==> src/hw/rtl/argnorm_pkg.sv <==
package argnorm_pkg;

	localparam int MAX_NAME_LEN = 64;
	localparam int CNT_W = $clog2(MAX_NAME_LEN + 1);
	localparam int ADDR_W = $clog2(MAX_NAME_LEN);
	localparam int GRP_SPAN = 3;

	localparam logic [CNT_W-1:0] MAX_CNT = CNT_W'(MAX_NAME_LEN);
	localparam logic [CNT_W-1:0] NO_CLOSE = '1;

	localparam logic [7:0] CH_OPEN = 8'h5B;
	localparam logic [7:0] CH_CLOSE = 8'h5D;
	localparam logic [7:0] CH_EQ = 8'h3D;
	localparam logic [7:0] CH_SPACE = 8'h20;
	localparam logic [7:0] CH_DOT = 8'h2E;
	localparam logic [7:0] CH_USCORE = 8'h5F;
	localparam logic [7:0] CH_NUL = 8'h00;

	typedef enum logic [3:0] {
		ST_LOAD,
		ST_START,
		ST_SKIP_RD,
		ST_SKIP_EV,
		ST_P1_RD,
		ST_P1_EV,
		ST_P1_NC,
		ST_SCAN_CHK,
		ST_SCAN_RD,
		ST_SCAN_EV,
		ST_GRP,
		ST_GRP_EV,
		ST_CPY_RD,
		ST_CPY_EV,
		ST_NEXT_EV,
		ST_FINISH
	} state_t;

	typedef enum logic [1:0] {
		RD_I,
		RD_I1,
		RD_J
	} rd_sel_t;

	typedef enum logic [1:0] {
		EM_DATA,
		EM_USCORE,
		EM_OPEN
	} emit_sel_t;

	typedef struct packed {
		logic      load;
		rd_sel_t   rd_sel;
		logic      i_clr;
		logic      i_inc;
		logic      i_add2;
		logic      j_from_i;
		logic      j_inc;
		logic      emit;
		emit_sel_t emit_sel;
		logic      finish;
	} cmd_t;

	typedef struct packed {
		logic first_bad;
		logic i_end;
		logic j_end;
		logic i_gt_j;
		logic grp_short;
		logic close_none;
		logic c_space;
		logic c_dot;
		logic c_open;
		logic c_close;
		logic c_nul;
		logic emit_ok;
		logic out_free;
	} status_t;

endpackage

==> src/hw/rtl/argnorm_ram.sv <==
module argnorm_ram #(
	parameter int WIDTH = 8,
	parameter int DEPTH = 64
) (
	input  logic                     clk,
	input  logic                     we,
	input  logic [$clog2(DEPTH)-1:0] waddr,
	input  logic [WIDTH-1:0]         wdata,
	input  logic [$clog2(DEPTH)-1:0] raddr,
	output logic [WIDTH-1:0]         rdata
);

	logic [WIDTH-1:0] mem_q [DEPTH];

	always_ff @(posedge clk) begin
		if (we) begin
			mem_q[waddr] <= wdata;
		end
		rdata <= mem_q[raddr];
	end

endmodule

==> src/hw/rtl/argnorm_ctrl.sv <==
module argnorm_ctrl (
	input  logic                 clk,
	input  logic                 arst_n,
	input  logic                 in_valid,
	input  logic                 name_last,
	output logic                 in_stall,
	input  argnorm_pkg::status_t status,
	output argnorm_pkg::cmd_t    cmd
);

	argnorm_pkg::state_t st_q;
	argnorm_pkg::state_t st_d;
	logic arr_q;
	logic arr_d;
	logic open_q;
	logic open_d;
	argnorm_pkg::state_t nf_st;

	always_ff @(posedge clk or negedge arst_n) begin
		if (!arst_n) begin
			st_q <= argnorm_pkg::ST_LOAD;
			arr_q <= 1'b0;
			open_q <= 1'b0;
		end else begin
			st_q <= st_d;
			arr_q <= arr_d;
			open_q <= open_d;
		end
	end

	// A failed search for a closing bracket ends the name in array mode.
	assign nf_st = arr_q ? argnorm_pkg::ST_FINISH : argnorm_pkg::ST_P1_NC;

	always_comb begin
		st_d = st_q;
		arr_d = arr_q;
		open_d = open_q;
		in_stall = 1'b1;
		cmd = '0;
		cmd.rd_sel = argnorm_pkg::RD_I;
		cmd.emit_sel = argnorm_pkg::EM_DATA;
		case (st_q)
			argnorm_pkg::ST_LOAD: begin
				in_stall = 1'b0;
				if (in_valid) begin
					cmd.load = 1'b1;
					if (name_last) begin
						st_d = argnorm_pkg::ST_START;
					end
				end
			end
			argnorm_pkg::ST_START: begin
				arr_d = 1'b0;
				open_d = 1'b0;
				cmd.i_clr = 1'b1;
				st_d = status.first_bad ? argnorm_pkg::ST_FINISH : argnorm_pkg::ST_SKIP_RD;
			end
			argnorm_pkg::ST_SKIP_RD: begin
				st_d = status.i_end ? argnorm_pkg::ST_FINISH : argnorm_pkg::ST_SKIP_EV;
			end
			argnorm_pkg::ST_SKIP_EV: begin
				if (status.c_space) begin
					cmd.i_inc = 1'b1;
					st_d = argnorm_pkg::ST_SKIP_RD;
				end else begin
					st_d = argnorm_pkg::ST_P1_EV;
				end
			end
			argnorm_pkg::ST_P1_RD: begin
				st_d = status.i_end ? argnorm_pkg::ST_FINISH : argnorm_pkg::ST_P1_EV;
			end
			argnorm_pkg::ST_P1_EV: begin
				if (status.c_open && !open_q) begin
					st_d = argnorm_pkg::ST_SCAN_CHK;
				end else if (status.emit_ok) begin
					cmd.emit = 1'b1;
					if (!open_q && (status.c_space || status.c_dot)) begin
						cmd.emit_sel = argnorm_pkg::EM_USCORE;
					end
					cmd.i_inc = 1'b1;
					st_d = argnorm_pkg::ST_P1_RD;
				end
			end
			argnorm_pkg::ST_P1_NC: begin
				if (status.emit_ok) begin
					cmd.emit = 1'b1;
					cmd.emit_sel = argnorm_pkg::EM_USCORE;
					cmd.i_inc = 1'b1;
					open_d = 1'b1;
					st_d = argnorm_pkg::ST_P1_RD;
				end
			end
			argnorm_pkg::ST_SCAN_CHK: begin
				cmd.j_from_i = 1'b1;
				st_d = status.close_none ? nf_st : argnorm_pkg::ST_SCAN_RD;
			end
			argnorm_pkg::ST_SCAN_RD: begin
				cmd.rd_sel = argnorm_pkg::RD_J;
				st_d = status.j_end ? nf_st : argnorm_pkg::ST_SCAN_EV;
			end
			argnorm_pkg::ST_SCAN_EV: begin
				cmd.rd_sel = argnorm_pkg::RD_J;
				if (status.c_nul) begin
					st_d = nf_st;
				end else if (status.c_close) begin
					arr_d = 1'b1;
					st_d = argnorm_pkg::ST_GRP;
				end else begin
					cmd.j_inc = 1'b1;
					st_d = argnorm_pkg::ST_SCAN_RD;
				end
			end
			argnorm_pkg::ST_GRP: begin
				cmd.rd_sel = argnorm_pkg::RD_I1;
				st_d = status.grp_short ? argnorm_pkg::ST_GRP_EV : argnorm_pkg::ST_CPY_RD;
			end
			argnorm_pkg::ST_GRP_EV: begin
				cmd.rd_sel = argnorm_pkg::RD_I1;
				if (!status.c_space) begin
					st_d = argnorm_pkg::ST_CPY_RD;
				end else if (status.emit_ok) begin
					cmd.emit = 1'b1;
					cmd.emit_sel = argnorm_pkg::EM_OPEN;
					cmd.i_add2 = 1'b1;
					st_d = argnorm_pkg::ST_CPY_RD;
				end
			end
			argnorm_pkg::ST_CPY_RD: begin
				if (!status.i_gt_j) begin
					st_d = argnorm_pkg::ST_CPY_EV;
				end else if (status.i_end) begin
					st_d = argnorm_pkg::ST_FINISH;
				end else begin
					st_d = argnorm_pkg::ST_NEXT_EV;
				end
			end
			argnorm_pkg::ST_CPY_EV: begin
				if (status.emit_ok) begin
					cmd.emit = 1'b1;
					cmd.i_inc = 1'b1;
					st_d = argnorm_pkg::ST_CPY_RD;
				end
			end
			argnorm_pkg::ST_NEXT_EV: begin
				st_d = status.c_open ? argnorm_pkg::ST_SCAN_CHK : argnorm_pkg::ST_FINISH;
			end
			argnorm_pkg::ST_FINISH: begin
				if (status.out_free) begin
					cmd.finish = 1'b1;
					st_d = argnorm_pkg::ST_LOAD;
				end
			end
			default: begin
				st_d = argnorm_pkg::ST_LOAD;
			end
		endcase
	end

endmodule

==> src/hw/rtl/argnorm_dp.sv <==
module argnorm_dp (
	input  logic                 clk,
	input  logic                 arst_n,
	input  argnorm_pkg::cmd_t    cmd,
	input  logic [7:0]           name_byte,
	input  logic                 out_stall,
	output argnorm_pkg::status_t status,
	output logic                 out_valid,
	output logic [7:0]           out_byte,
	output logic                 out_last,
	output logic                 out_empty,
	output logic                 overflow
);

	logic [argnorm_pkg::CNT_W-1:0]  fill_q;
	logic [argnorm_pkg::CNT_W-1:0]  close_q;
	logic                           ovf_q;
	logic [7:0]                     first_q;
	logic [argnorm_pkg::CNT_W-1:0]  i_q;
	logic [argnorm_pkg::CNT_W-1:0]  j_q;
	logic [argnorm_pkg::CNT_W-1:0]  i_next1;
	logic [7:0]                     pend_q;
	logic                           pend_valid_q;
	logic                           out_valid_q;
	logic [7:0]                     out_byte_q;
	logic                           out_last_q;
	logic                           out_empty_q;
	logic                           out_ovf_q;
	logic                           we;
	logic [argnorm_pkg::ADDR_W-1:0] raddr;
	logic [7:0]                     rdata;
	logic [7:0]                     emit_byte;
	logic                           out_free;
	logic                           out_load;

	assign we = cmd.load && (fill_q < argnorm_pkg::MAX_CNT);
	assign i_next1 = i_q + argnorm_pkg::CNT_W'(1);

	always_comb begin
		case (cmd.rd_sel)
			argnorm_pkg::RD_I: raddr = i_q[argnorm_pkg::ADDR_W-1:0];
			argnorm_pkg::RD_I1: raddr = i_next1[argnorm_pkg::ADDR_W-1:0];
			argnorm_pkg::RD_J: raddr = j_q[argnorm_pkg::ADDR_W-1:0];
			default: raddr = i_q[argnorm_pkg::ADDR_W-1:0];
		endcase
	end

	argnorm_ram #(
		.WIDTH(8),
		.DEPTH(argnorm_pkg::MAX_NAME_LEN)
	) u_store (
		.clk(clk),
		.we(we),
		.waddr(fill_q[argnorm_pkg::ADDR_W-1:0]),
		.wdata(name_byte),
		.raddr(raddr),
		.rdata(rdata)
	);

	always_comb begin
		case (cmd.emit_sel)
			argnorm_pkg::EM_DATA: emit_byte = rdata;
			argnorm_pkg::EM_USCORE: emit_byte = argnorm_pkg::CH_USCORE;
			argnorm_pkg::EM_OPEN: emit_byte = argnorm_pkg::CH_OPEN;
			default: emit_byte = rdata;
		endcase
	end

	assign out_free = !out_valid_q || !out_stall;
	assign out_load = (cmd.emit && pend_valid_q) || cmd.finish;

	always_ff @(posedge clk or negedge arst_n) begin
		if (!arst_n) begin
			fill_q <= '0;
			close_q <= argnorm_pkg::NO_CLOSE;
			ovf_q <= 1'b0;
			i_q <= '0;
			j_q <= '0;
			pend_valid_q <= 1'b0;
			out_valid_q <= 1'b0;
		end else begin
			if (cmd.load) begin
				if (fill_q < argnorm_pkg::MAX_CNT) begin
					fill_q <= fill_q + argnorm_pkg::CNT_W'(1);
					if (name_byte == argnorm_pkg::CH_CLOSE) begin
						close_q <= fill_q;
					end
				end else begin
					ovf_q <= 1'b1;
				end
			end
			if (cmd.i_clr) begin
				i_q <= '0;
			end else if (cmd.i_inc) begin
				i_q <= i_next1;
			end else if (cmd.i_add2) begin
				i_q <= i_q + argnorm_pkg::CNT_W'(2);
			end
			if (cmd.j_from_i) begin
				j_q <= i_q;
			end else if (cmd.j_inc) begin
				j_q <= j_q + argnorm_pkg::CNT_W'(1);
			end
			if (cmd.emit) begin
				pend_valid_q <= 1'b1;
			end
			if (cmd.finish) begin
				fill_q <= '0;
				close_q <= argnorm_pkg::NO_CLOSE;
				ovf_q <= 1'b0;
				pend_valid_q <= 1'b0;
			end
			if (out_load) begin
				out_valid_q <= 1'b1;
			end else if (!out_stall) begin
				out_valid_q <= 1'b0;
			end
		end
	end

	always_ff @(posedge clk) begin
		if (cmd.load && fill_q == '0) begin
			first_q <= name_byte;
		end
		if (cmd.emit) begin
			pend_q <= emit_byte;
		end
		if (out_load) begin
			out_byte_q <= (cmd.finish && !pend_valid_q) ? 8'h00 : pend_q;
			out_last_q <= cmd.finish;
			out_empty_q <= cmd.finish && !pend_valid_q;
			out_ovf_q <= ovf_q;
		end
	end

	assign status.first_bad = (first_q == argnorm_pkg::CH_OPEN) ||
		(first_q == argnorm_pkg::CH_EQ);
	assign status.i_end = i_q >= fill_q;
	assign status.j_end = j_q >= fill_q;
	assign status.i_gt_j = i_q > j_q;
	assign status.grp_short = (j_q + argnorm_pkg::CNT_W'(1)) ==
		(i_q + argnorm_pkg::CNT_W'(argnorm_pkg::GRP_SPAN));
	assign status.close_none = (close_q == argnorm_pkg::NO_CLOSE) || (close_q < i_q);
	assign status.c_space = rdata == argnorm_pkg::CH_SPACE;
	assign status.c_dot = rdata == argnorm_pkg::CH_DOT;
	assign status.c_open = rdata == argnorm_pkg::CH_OPEN;
	assign status.c_close = rdata == argnorm_pkg::CH_CLOSE;
	assign status.c_nul = rdata == argnorm_pkg::CH_NUL;
	assign status.emit_ok = !pend_valid_q || out_free;
	assign status.out_free = out_free;

	assign out_valid = out_valid_q;
	assign out_byte = out_byte_q;
	assign out_last = out_last_q;
	assign out_empty = out_empty_q;
	assign overflow = out_ovf_q;

endmodule

==> src/hw/rtl/php_arg_name_normalizer_unit.sv <==
// Loading takes one input item per cycle; bytes past the 64-entry store are dropped.
// After the final item, normalization reads the store through one registered read port,
// scanning and emitting bytes and searching each group for its closing bracket
// before it finishes; no input is taken meanwhile.
// Asynchronous active-low reset clears the controller, counters, flags and output valid;
// the store contents are not cleared and are only read where written for the current name.
module php_arg_name_normalizer_unit (
	input  logic       clk,
	input  logic       arst_n,
	input  logic       in_valid,
	output logic       in_stall,
	input  logic [7:0] name_byte,
	input  logic       name_last,
	output logic       out_valid,
	input  logic       out_stall,
	output logic [7:0] out_byte,
	output logic       out_last,
	output logic       out_empty,
	output logic       overflow
);

	argnorm_pkg::cmd_t    cmd;
	argnorm_pkg::status_t status;

	argnorm_ctrl u_ctrl (
		.clk(clk),
		.arst_n(arst_n),
		.in_valid(in_valid),
		.name_last(name_last),
		.in_stall(in_stall),
		.status(status),
		.cmd(cmd)
	);

	argnorm_dp u_dp (
		.clk(clk),
		.arst_n(arst_n),
		.cmd(cmd),
		.name_byte(name_byte),
		.out_stall(out_stall),
		.status(status),
		.out_valid(out_valid),
		.out_byte(out_byte),
		.out_last(out_last),
		.out_empty(out_empty),
		.overflow(overflow)
	);

endmodule

==> config.mk <==
export PLATFORM = sky130hd
export DESIGN_NAME = php_arg_name_normalizer_unit
export DESIGN_NICKNAME = d
export VERILOG_FILES = /design/src/hw/rtl/argnorm_pkg.sv /design/src/hw/rtl/argnorm_ram.sv /design/src/hw/rtl/argnorm_ctrl.sv /design/src/hw/rtl/argnorm_dp.sv /design/src/hw/rtl/php_arg_name_normalizer_unit.sv
export SDC_FILE = /design/constraint.sdc
export NUM_CORES = 1
export LEC_CHECK = 0
export BUFFER_PORTS_ARGS = -buffer_cell sky130_fd_sc_hd__buf_2
export CELL_PAD_IN_SITES_DETAIL_PLACEMENT = 1
export CELL_PAD_IN_SITES_GLOBAL_PLACEMENT = 2
export CORE_MARGIN = 2
export CORE_UTILIZATION = 30
export CTS_CLUSTER_SIZE = 10
export DETAILED_ROUTE_END_ITERATION = 10
export PLACE_DENSITY_LB_ADDON = 0.1
export SYNTH_ARGS = -nofsm -noshare
export SYNTH_HDL_FRONTEND = slang
export SYNTH_SLANG_ARGS = --single-unit
==> constraint.sdc <==
create_clock -name clk -period 3 [get_ports clk]
set_input_delay 0.3 -clock clk [delete_from_list [all_inputs] [get_ports clk]]
set_output_delay 0.3 -clock clk [all_outputs]
set_load 0.1 [all_outputs]
==> impl_results.md, run 1 <==
* Core Region at 0.0805 mm^2
* Post-synth top flop: edfxtp_1
* Commonest cells after routing, fill and taps aside: 539 x edfxtp_1, 262 x nand2_1, 186 x buf_4, 125 x nor2_1, 103 x nand3_1
* Final Slew Violations at 0
* Worst EP arrival at 3320 ps
* Final cell count without fillers at 2,993
* Largest family of logic cells by synthesized area: simple AND/OR/NAND/NOR gates
* Port buffer count at 25
* Share of cells above drive strength 1 at 0.214
* First-pass DRT Iterations at 5
* DP Cell Count at 2,873
* DIE HEIGHT at 289 um
* Number of core rows at 104
* Post-synthesis mux area share at 0.0662
* HP Class: in2reg
* Critical Path RT at 3480 ps
* CTS Root Cell: clkbuf_16
* XOR/XNOR share of the synthesized area at 0.00826
* Syn_area_per_cell at 14.6 um^2
* IR drop worst, VDD at 0.000512 V
* Num ports at 26
* Syn nets at 1,720
* Synthesis Warnings at 0
* Largest stage delay, worst path at 500 ps
* Die ar. at 0.0836 mm^2
* Crit path cell chain: buf_4, nand2b_1, nand2_1, and2_4, buf_12, buf_4, mux4_2, nand2_1, a31oi_1, and4_1
* Final nets at 1,943
* Fin crit period at 2840 ps
* Final hold viol count at 0
* Synthesized area at 0.0244 mm^2
* Sequential element share of the synthesized area at 0.708
* PD cells at 990 mW/mm^2
* Sink Count at 584
* Die W at 289 um
* Max transition margin at 0.327
* Layout fillers at 8,257
* Largest net degree at the start of global routing at 66
* Tightest Pin Transition at 1010 ps
* Max-Cap Viols at 0
* CTS buffer count at 72
* Clock Latency Late Sink at 610 ps
* Routed Antenna Nets at 0
* Number of synthesized flops with an enable pin at 539
* Reg clk slew, reported paths at 60 ps
* Crit-path max FO at 11
* H-tree depth at 3
* Outcome: completed
* Via density at 5.05
* Async S/R FF share, synth at 0.0634
* Post-DP HPWL at 52.3 mm
* Synthesized instance count at 1,672
* Most area-hungry cell type in the Yosys netlist: edfxtp_1
* RSZ-0062 raised after global routing: true
* Critical path type: reg2reg
* Simple-gate share of the synthesized area at 0.123
* Largest delay share family, worst path: simple AND/OR/NAND/NOR gates
* Drt initial violations at 1,008
* Congestion Overflow GR at 0
* Multi-input logic area at 0.00670 mm^2
* Final clock skew at 28.6 ps
* Final Cycle Share at 0.946
* First-pass GRT wire length at 113 mm
* Flops & latches, synth at 584
* Yosys top cell area share at 0.663
* Fin Hold WS at 43.2 ps
* CTS Buffer Depth at 3
* Antenna violations before repair at 4
* Commonest non-fill, non-tap cell in the layout: edfxtp_1
* Worst path buffer plus inverter count at 3
* Initial core utilization at 0.303
* CTS tree: yes
* Main area contributors after synthesis: edfxtp_1 66%, mux4_2 5.9%, nand2_1 4.0%, dfrtp_1 3.1%, nand3_1 2.1%
* Area delta synth->final at 20.4%
* Register area at 0.0173 mm^2
* Via count at 15,100
* Wire per inst at 25.9 um
* Adder-Cell Fraction of Synth Area at 0.0179
* Vias in the first global route at 16,200
* Max frequency at 353 MHz
* Critical-path top delay cell: mux4_2
* Gr usage total at 0.188
* Post-synthesis compound-gate area fraction at 0.0539
* Setup violations, final at 0
* Residual DRC at 0
* Post-DP Area at 0.0272 mm^2
* Leak Pwr at 9.94 nW
* CP Launch Type: flop
* CP Capture Type: flop
* Placer Congestion at 0.784
* Routed Wire Length at 77.5 mm
* Netlist cell types at 73
* Design area at 0.0294 mm^2
## synthesized netlist by cell type (4+ instances only)
cell       number
nor2_1        126
edfxtp_1      539
inv_1          25
o22ai_1        29
or3_1           5
a41oi_1         4
nand2_1       263
dfstp_2         7
a31oi_1        41
mux4_2         64
o21ai_0        14
buf_1           8
dfxtp_1         8
a32oi_1         7
nand4b_1        6
nand3_1       103
buf_2          34
nor2b_1        12
o2111ai_1       6
a311oi_1        8
dfrtp_1        30
nand4_1        24
xnor2_1        21
clkbuf_1       23
a211oi_1       24
buf_4          10
nand2b_1       11
and3_1          8
and4_1          8
buf_6           7
a21o_1          5
ha_1           35
mux2i_1        14
a21oi_1        29
nor3_1         31
and2_1         24
o221ai_1        4
## flip-flops by register name, summed over array words and instances, names as in the netlist
register / count
u_dp.i_q: 7
u_dp.first_q: 8
u_dp.out_empty: 1
u_dp.j_q: 7
u_dp.overflow: 1
u_dp.u_store.mem_q: 512
u_dp.out_byte: 8
u_ctrl.st_q: 4
u_dp.pend_valid_q: 1
u_dp.pend_q: 8
u_dp.out_valid: 1
u_dp.u_store.rdata: 8
u_dp.ovf_q: 1
u_ctrl.arr_q: 1
u_dp.close_q: 7
u_ctrl.open_q: 1
u_dp.out_last: 1
u_dp.fill_q: 7
## per-layer routing
metal,track usage,vias to the layer above,part of all wire
met5,0,-,0.00031
met4,0.0603,4,0.030
li1,-,6840,-
met3,0.0288,113,0.039
met1,0.257,7887,0.45
met2,0.308,282,0.48
## worst min-delay path: cells and delay by family
family / cells / cell delay (ps)
buf+inv: 1 / 90
compound gates: 2 / 200
## kinds of logic (layout without fill, tap and decap cells)
family / Yosys count / in the layout
muxes: 81 / 81
DFF: 584 / 584
buffers and inverters: 108 / 368
adders and majority gates: 35 / 35
xor gates and xnor gates: 23 / 23
AOI/OAI and AO/OA: 192 / 192
other: 0 / 1
and+or+nand+nor: 649 / 649
## metrics by stage
| step | setup slack, ps | setup TNS, ps | total power [mW] | utilization |
|---|---|---|---|---|
| after detailed placement | -12.4 | -12.4 | 21.3 | 0.337 |
| final | 163 | 0 | 29.1 | 0.365 |
| after global routing | -12.4 | -21.3 | 30.7 | 0.365 |
| after CTS | 41.2 | 0 | 29.3 | 0.363 |
| after floorplan | 220 | 0 | 16.7 | - |
| after global placement | -53.4 | -53.4 | 21.3 | 0.337 |
## repair_timing
| action | 4_1_cts | 5_1_grt |
|---|---|---|
| endpoints found under the setup margin | 2 | 8 |
| endpoints found under the hold margin | 31 | 0 |
| hold buffers | 2 | 0 |
| gates cloned | 0 | 1 |
| buffers inserted | 0 | 5 |
| gates resized for setup | 2 | 13 |
## layout make-up
class | instances | share of cell area
Sequential cell | 584 | 0.588
Multi-Input combinational cell | 980 | 0.228
Clock buffer | 100 | 0.0667
Timing Repair Buffer | 231 | 0.0649
Tap cell | 1060 | 0.0452
Clock inverter | 11 | 0.00354
Inverter | 26 | 0.00332
Antenna cell | 1 | 0.0000852
## worst paths after layout
path                                             from                             to  slack, ps  cells past startpoint
min reg2reg                    u_dp.ovf_q$_DFFE_PN0P_        u_dp.overflow$_DFFE_PP_        470                      0
min                                         name_last     u_ctrl.st_q[0]$_DFFE_PN0P_         40                      3
max                        u_ctrl.st_q[2]$_DFFE_PN0P_  u_dp.u_store.rdata[5]$_DFF_P_        160                     10
min in group asynchronous                      arst_n        u_dp.j_q[5]$_DFFE_PN0P_        400                      2
max in group asynchronous                      arst_n     u_dp.fill_q[2]$_DFFE_PN0P_       1950                      2
max reg2reg                u_ctrl.st_q[2]$_DFFE_PN0P_  u_dp.u_store.rdata[5]$_DFF_P_        160                     10
## power breakdown
group          internal [mW]  switching (mW)  leakage (nW)
combinational           4.37            7.00          3.57
clock                   4.60            3.29         0.996
sequential              9.34           0.484          5.37
total                   18.3            10.8          9.94
Power figures use the tool's default switching activity.
==> run 2: changes to the inputs <==
- SYNTH_HIERARCHICAL: default -> 1
==> impl_results.md, run 2 <==
* Outcome: finished, violations left
* Failing checks: negative setup slack
* Synthesized instance count at 1,410
* Via count at 14,100
* Core Region at 0.0816 mm^2
* Reg clk slew, reported paths at 60 ps
* HP Class: in2reg
* Congestion Overflow GR at 0
* DIE HEIGHT at 290 um
* Commonest cells after routing, fill and taps aside: 539 x edfxtp_1, 232 x buf_4, 126 x mux4_2, 114 x nor2_1, 76 x clkbuf_16
* DP Cell Count at 2,662
* Number of core rows at 105
* Leak Pwr at 10.5 nW
* CTS buffer count at 73
* Max transition margin at 0.254
* CTS Buffer Depth at 3
* Routed Antenna Nets at 0
* Synth top cells by count: 539 x edfxtp_1, 126 x mux4_2, 118 x nor2_1
* Sink Count at 584
* Max reg flops at 512
* Num ports at 26
* Syn nets at 1,460
* XOR/XNOR share of the synthesized area at 0.0114
* First-pass GRT wire length at 109 mm
* Endpoint of the worst register-to-register path: u_dp/u_store/rdata[6]$_DFF_P_
* Largest family of logic cells by synthesized area: multiplexers
* Commonest non-fill, non-tap cell in the layout: edfxtp_1
* Residual DRC at 0
* First-pass DRT Iterations at 5
* CP Launch Type: flop
* Most area-hungry cell type in the Yosys netlist: edfxtp_1
* CP Capture Type: flop
* Via density at 4.96
* Final clock skew at 30.6 ps
* Crit path to: u_dp/u_store/rdata[6]$_DFF_P_
* Synthesized area at 0.0246 mm^2
* Final Cycle Share at 1.12
* Critical Path RT at 3470 ps
* Drt initial violations at 774
* Yosys top cell area share at 0.658
* Vias in the first global route at 15,200
* Syn_area_per_cell at 17.5 um^2
* Post-DP HPWL at 48.3 mm
* Gr usage total at 0.179
* Post-synthesis mux area share at 0.132
* Largest net degree at the start of global routing at 66
* Crit-path max FO at 5
* Setup crit start: u_ctrl/st_q[2]$_DFFE_PN0P_
* Fin crit period at 3370 ps
* Synthesis Warnings at 6
* Die ar. at 0.0843 mm^2
* Diodes inserted at 0
* Post-synthesis compound-gate area fraction at 0.0428
* Setup ws final at -370 ps
* Final cell count without fillers at 2,840
* RSZ-0062 raised after global routing: true
* Setup slack at placement at -1060 ps
* Final Slew Violations at 0
* CTS tree: yes
* P_int at 21.2 mW
* Clock Latency Late Sink at 620 ps
* Tightest Pin Transition at 1120 ps
* Adder-Cell Fraction of Synth Area at 0.0188
* Setup TNS at -2600 ps
* Critical-path top delay cell: mux4_2
* Simple-gate share of the synthesized area at 0.0689
* Final hold viol count at 0
* Flops & latches, synth at 584
* PD cells at 1040 mW/mm^2
* H-tree depth at 3
* Most flop-heavy register: u_dp/u_store/mem_q
* Clock power share at 0.251
* Most used cell, CP: mux4_2
* Placer Congestion at 0.752
* Number of stages on the worst hold path at 3
* Sequential element share of the synthesized area at 0.702
* Async S/R FF share, synth at 0.0634
* Max-Cap Viols at 0
* Critical path type: reg2reg
* Routed Wire Length at 74.7 mm
* Share of cells above drive strength 1 at 0.342
* Power consumption at 32.1 mW
* Die W at 290 um
* Seq pwr share at 0.306
* Most numerous cell in the Yosys netlist: edfxtp_1
* Netlist cell types at 72
* Area delta synth->final at 25.8%
* Combinational power share at 0.443
* IR drop worst, VDD at 0.000439 V
* CTS Root Cell: clkbuf_16
* Setup violations, final at 8
* Largest stage delay, worst path at 530 ps
* P_sw at 10.9 mW
* Fin Hold WS at 35.3 ps
* Worst hold start: in_valid
* Initial core utilization at 0.302
* Max frequency at 297 MHz
* Worst EP arrival at 3840 ps
* Post-synth top flop: edfxtp_1
* Wire per inst at 26.3 um
* Sw Share at 0.339
* Final nets at 1,774
* Port buffer count at 25
* Crit path cell chain: buf_6, nor3b_4, inv_1, ha_4, a221oi_4, buf_4, a21oi_4, buf_12, buf_16, buf_8, mux4_2, mux4_2, nor2_4, o32ai_2
* Antenna violations before repair at 2
* Reg2reg setup slack at -370 ps
* Number of synthesized flops with an enable pin at 539
* Main area contributors after synthesis: edfxtp_1 66%, mux4_2 12%, dfrtp_1 3.1%, ha_1 1.9%, nor2_1 1.8%
* FF-to-FF path depth at 14
* R2r startpoint: u_ctrl/st_q[2]$_DFFE_PN0P_
-- run 2: cell types whose count changed after synthesis, sizes merged, moves of 12 or more --
| cell | before | now |
|---|---|---|
| nand3 | 103 | 24 |
| nand4 | 25 | 13 |
| mux2 | 3 | 15 |
| nor3 | 31 | 19 |
| a31oi | 41 | 2 |
| a211oi | 25 | 8 |
| nand2 | 263 | 55 |
| o22ai | 29 | 12 |
| o21ai | 15 | 27 |
| mux4 | 64 | 126 |
-- run 2: routing by layer --
layer	wire length, um	vias up	share of wire	GRT usage
li1	-	6255	-	-
met5	0	-	0	0
met1	34300	7523	0.46	0.244
met4	1860	0	0.025	0.0535
met2	36000	215	0.48	0.293
met3	2490	95	0.033	0.0309
-- run 2: what timing repair did --
action	4_1_cts	5_1_grt
buffers inserted	37	12
hold buffers	3	0
hold endpoints to repair	20	0
gates cloned	7	1
setup endpoints to repair	8	11
resized for setup	82	38
pin swaps	11	15
-- run 2: through the flow --
stage / util / instance area, um^2
after detailed placement: 0.339 / 27600
final: 0.379 / 30900
after CTS: 0.376 / 30700
after global placement: 0.339 / 27600
after global routing: 0.379 / 30900
after floorplan: - / 24700
-- run 2: power by group through the flow --
stage / combinational, mW / sequential [mW] / clock (mW)
after global placement: 11.8 / 9.98 / 0
final: 14.2 / 9.82 / 8.04
after floorplan: 7.09 / 10.3 / 0
after detailed placement: 11.8 / 9.98 / 0
after CTS: 14.0 / 9.82 / 8.32
after global routing: 15.2 / 9.86 / 8.58
-- run 2: worst min path at each step --
stage          slack [ps]                          to
3_3_place_gp          350     u_dp/j_q[5]$_DFFE_PN0P_
4_1_cts                10  u_ctrl/st_q[0]$_DFFE_PN0P_
5_1_grt                30  u_ctrl/st_q[0]$_DFFE_PN0P_
6_report               40  u_ctrl/st_q[0]$_DFFE_PN0P_
3_5_place_dp          330     u_dp/j_q[6]$_DFFE_PN0P_
2_1_floorplan           4    u_ctrl/arr_q$_DFFE_PN0P_
-- run 2: area by class of cell --
class,instances,area (um^2)
Sequential cell,584,17300
Clock inverter,19,173
Timing Repair Buffer,314,2910
Inverter,34,128
Clock buffer,102,1970
Multi-Input combinational cell,717,7150
Tap cell,1070,1340
Fill cell,8107,50600
-- run 2: cell families after synthesis --
group	after synthesis
mux	166
xor+xnor	32
flops	584
compound gates	150
simple gates	332
fa+ha+maj	37
buf+inv	109
-- run 2: critical path: cells and delay by family (launching register included) --
kind                       cells  cell delay, ps
AOI/OAI and AO/OA              3             440
adders and majority gates      1             210
buffers and inverters          6             820
DFF                            1             400
muxes                          2             860
and+or+nand+nor                2             500
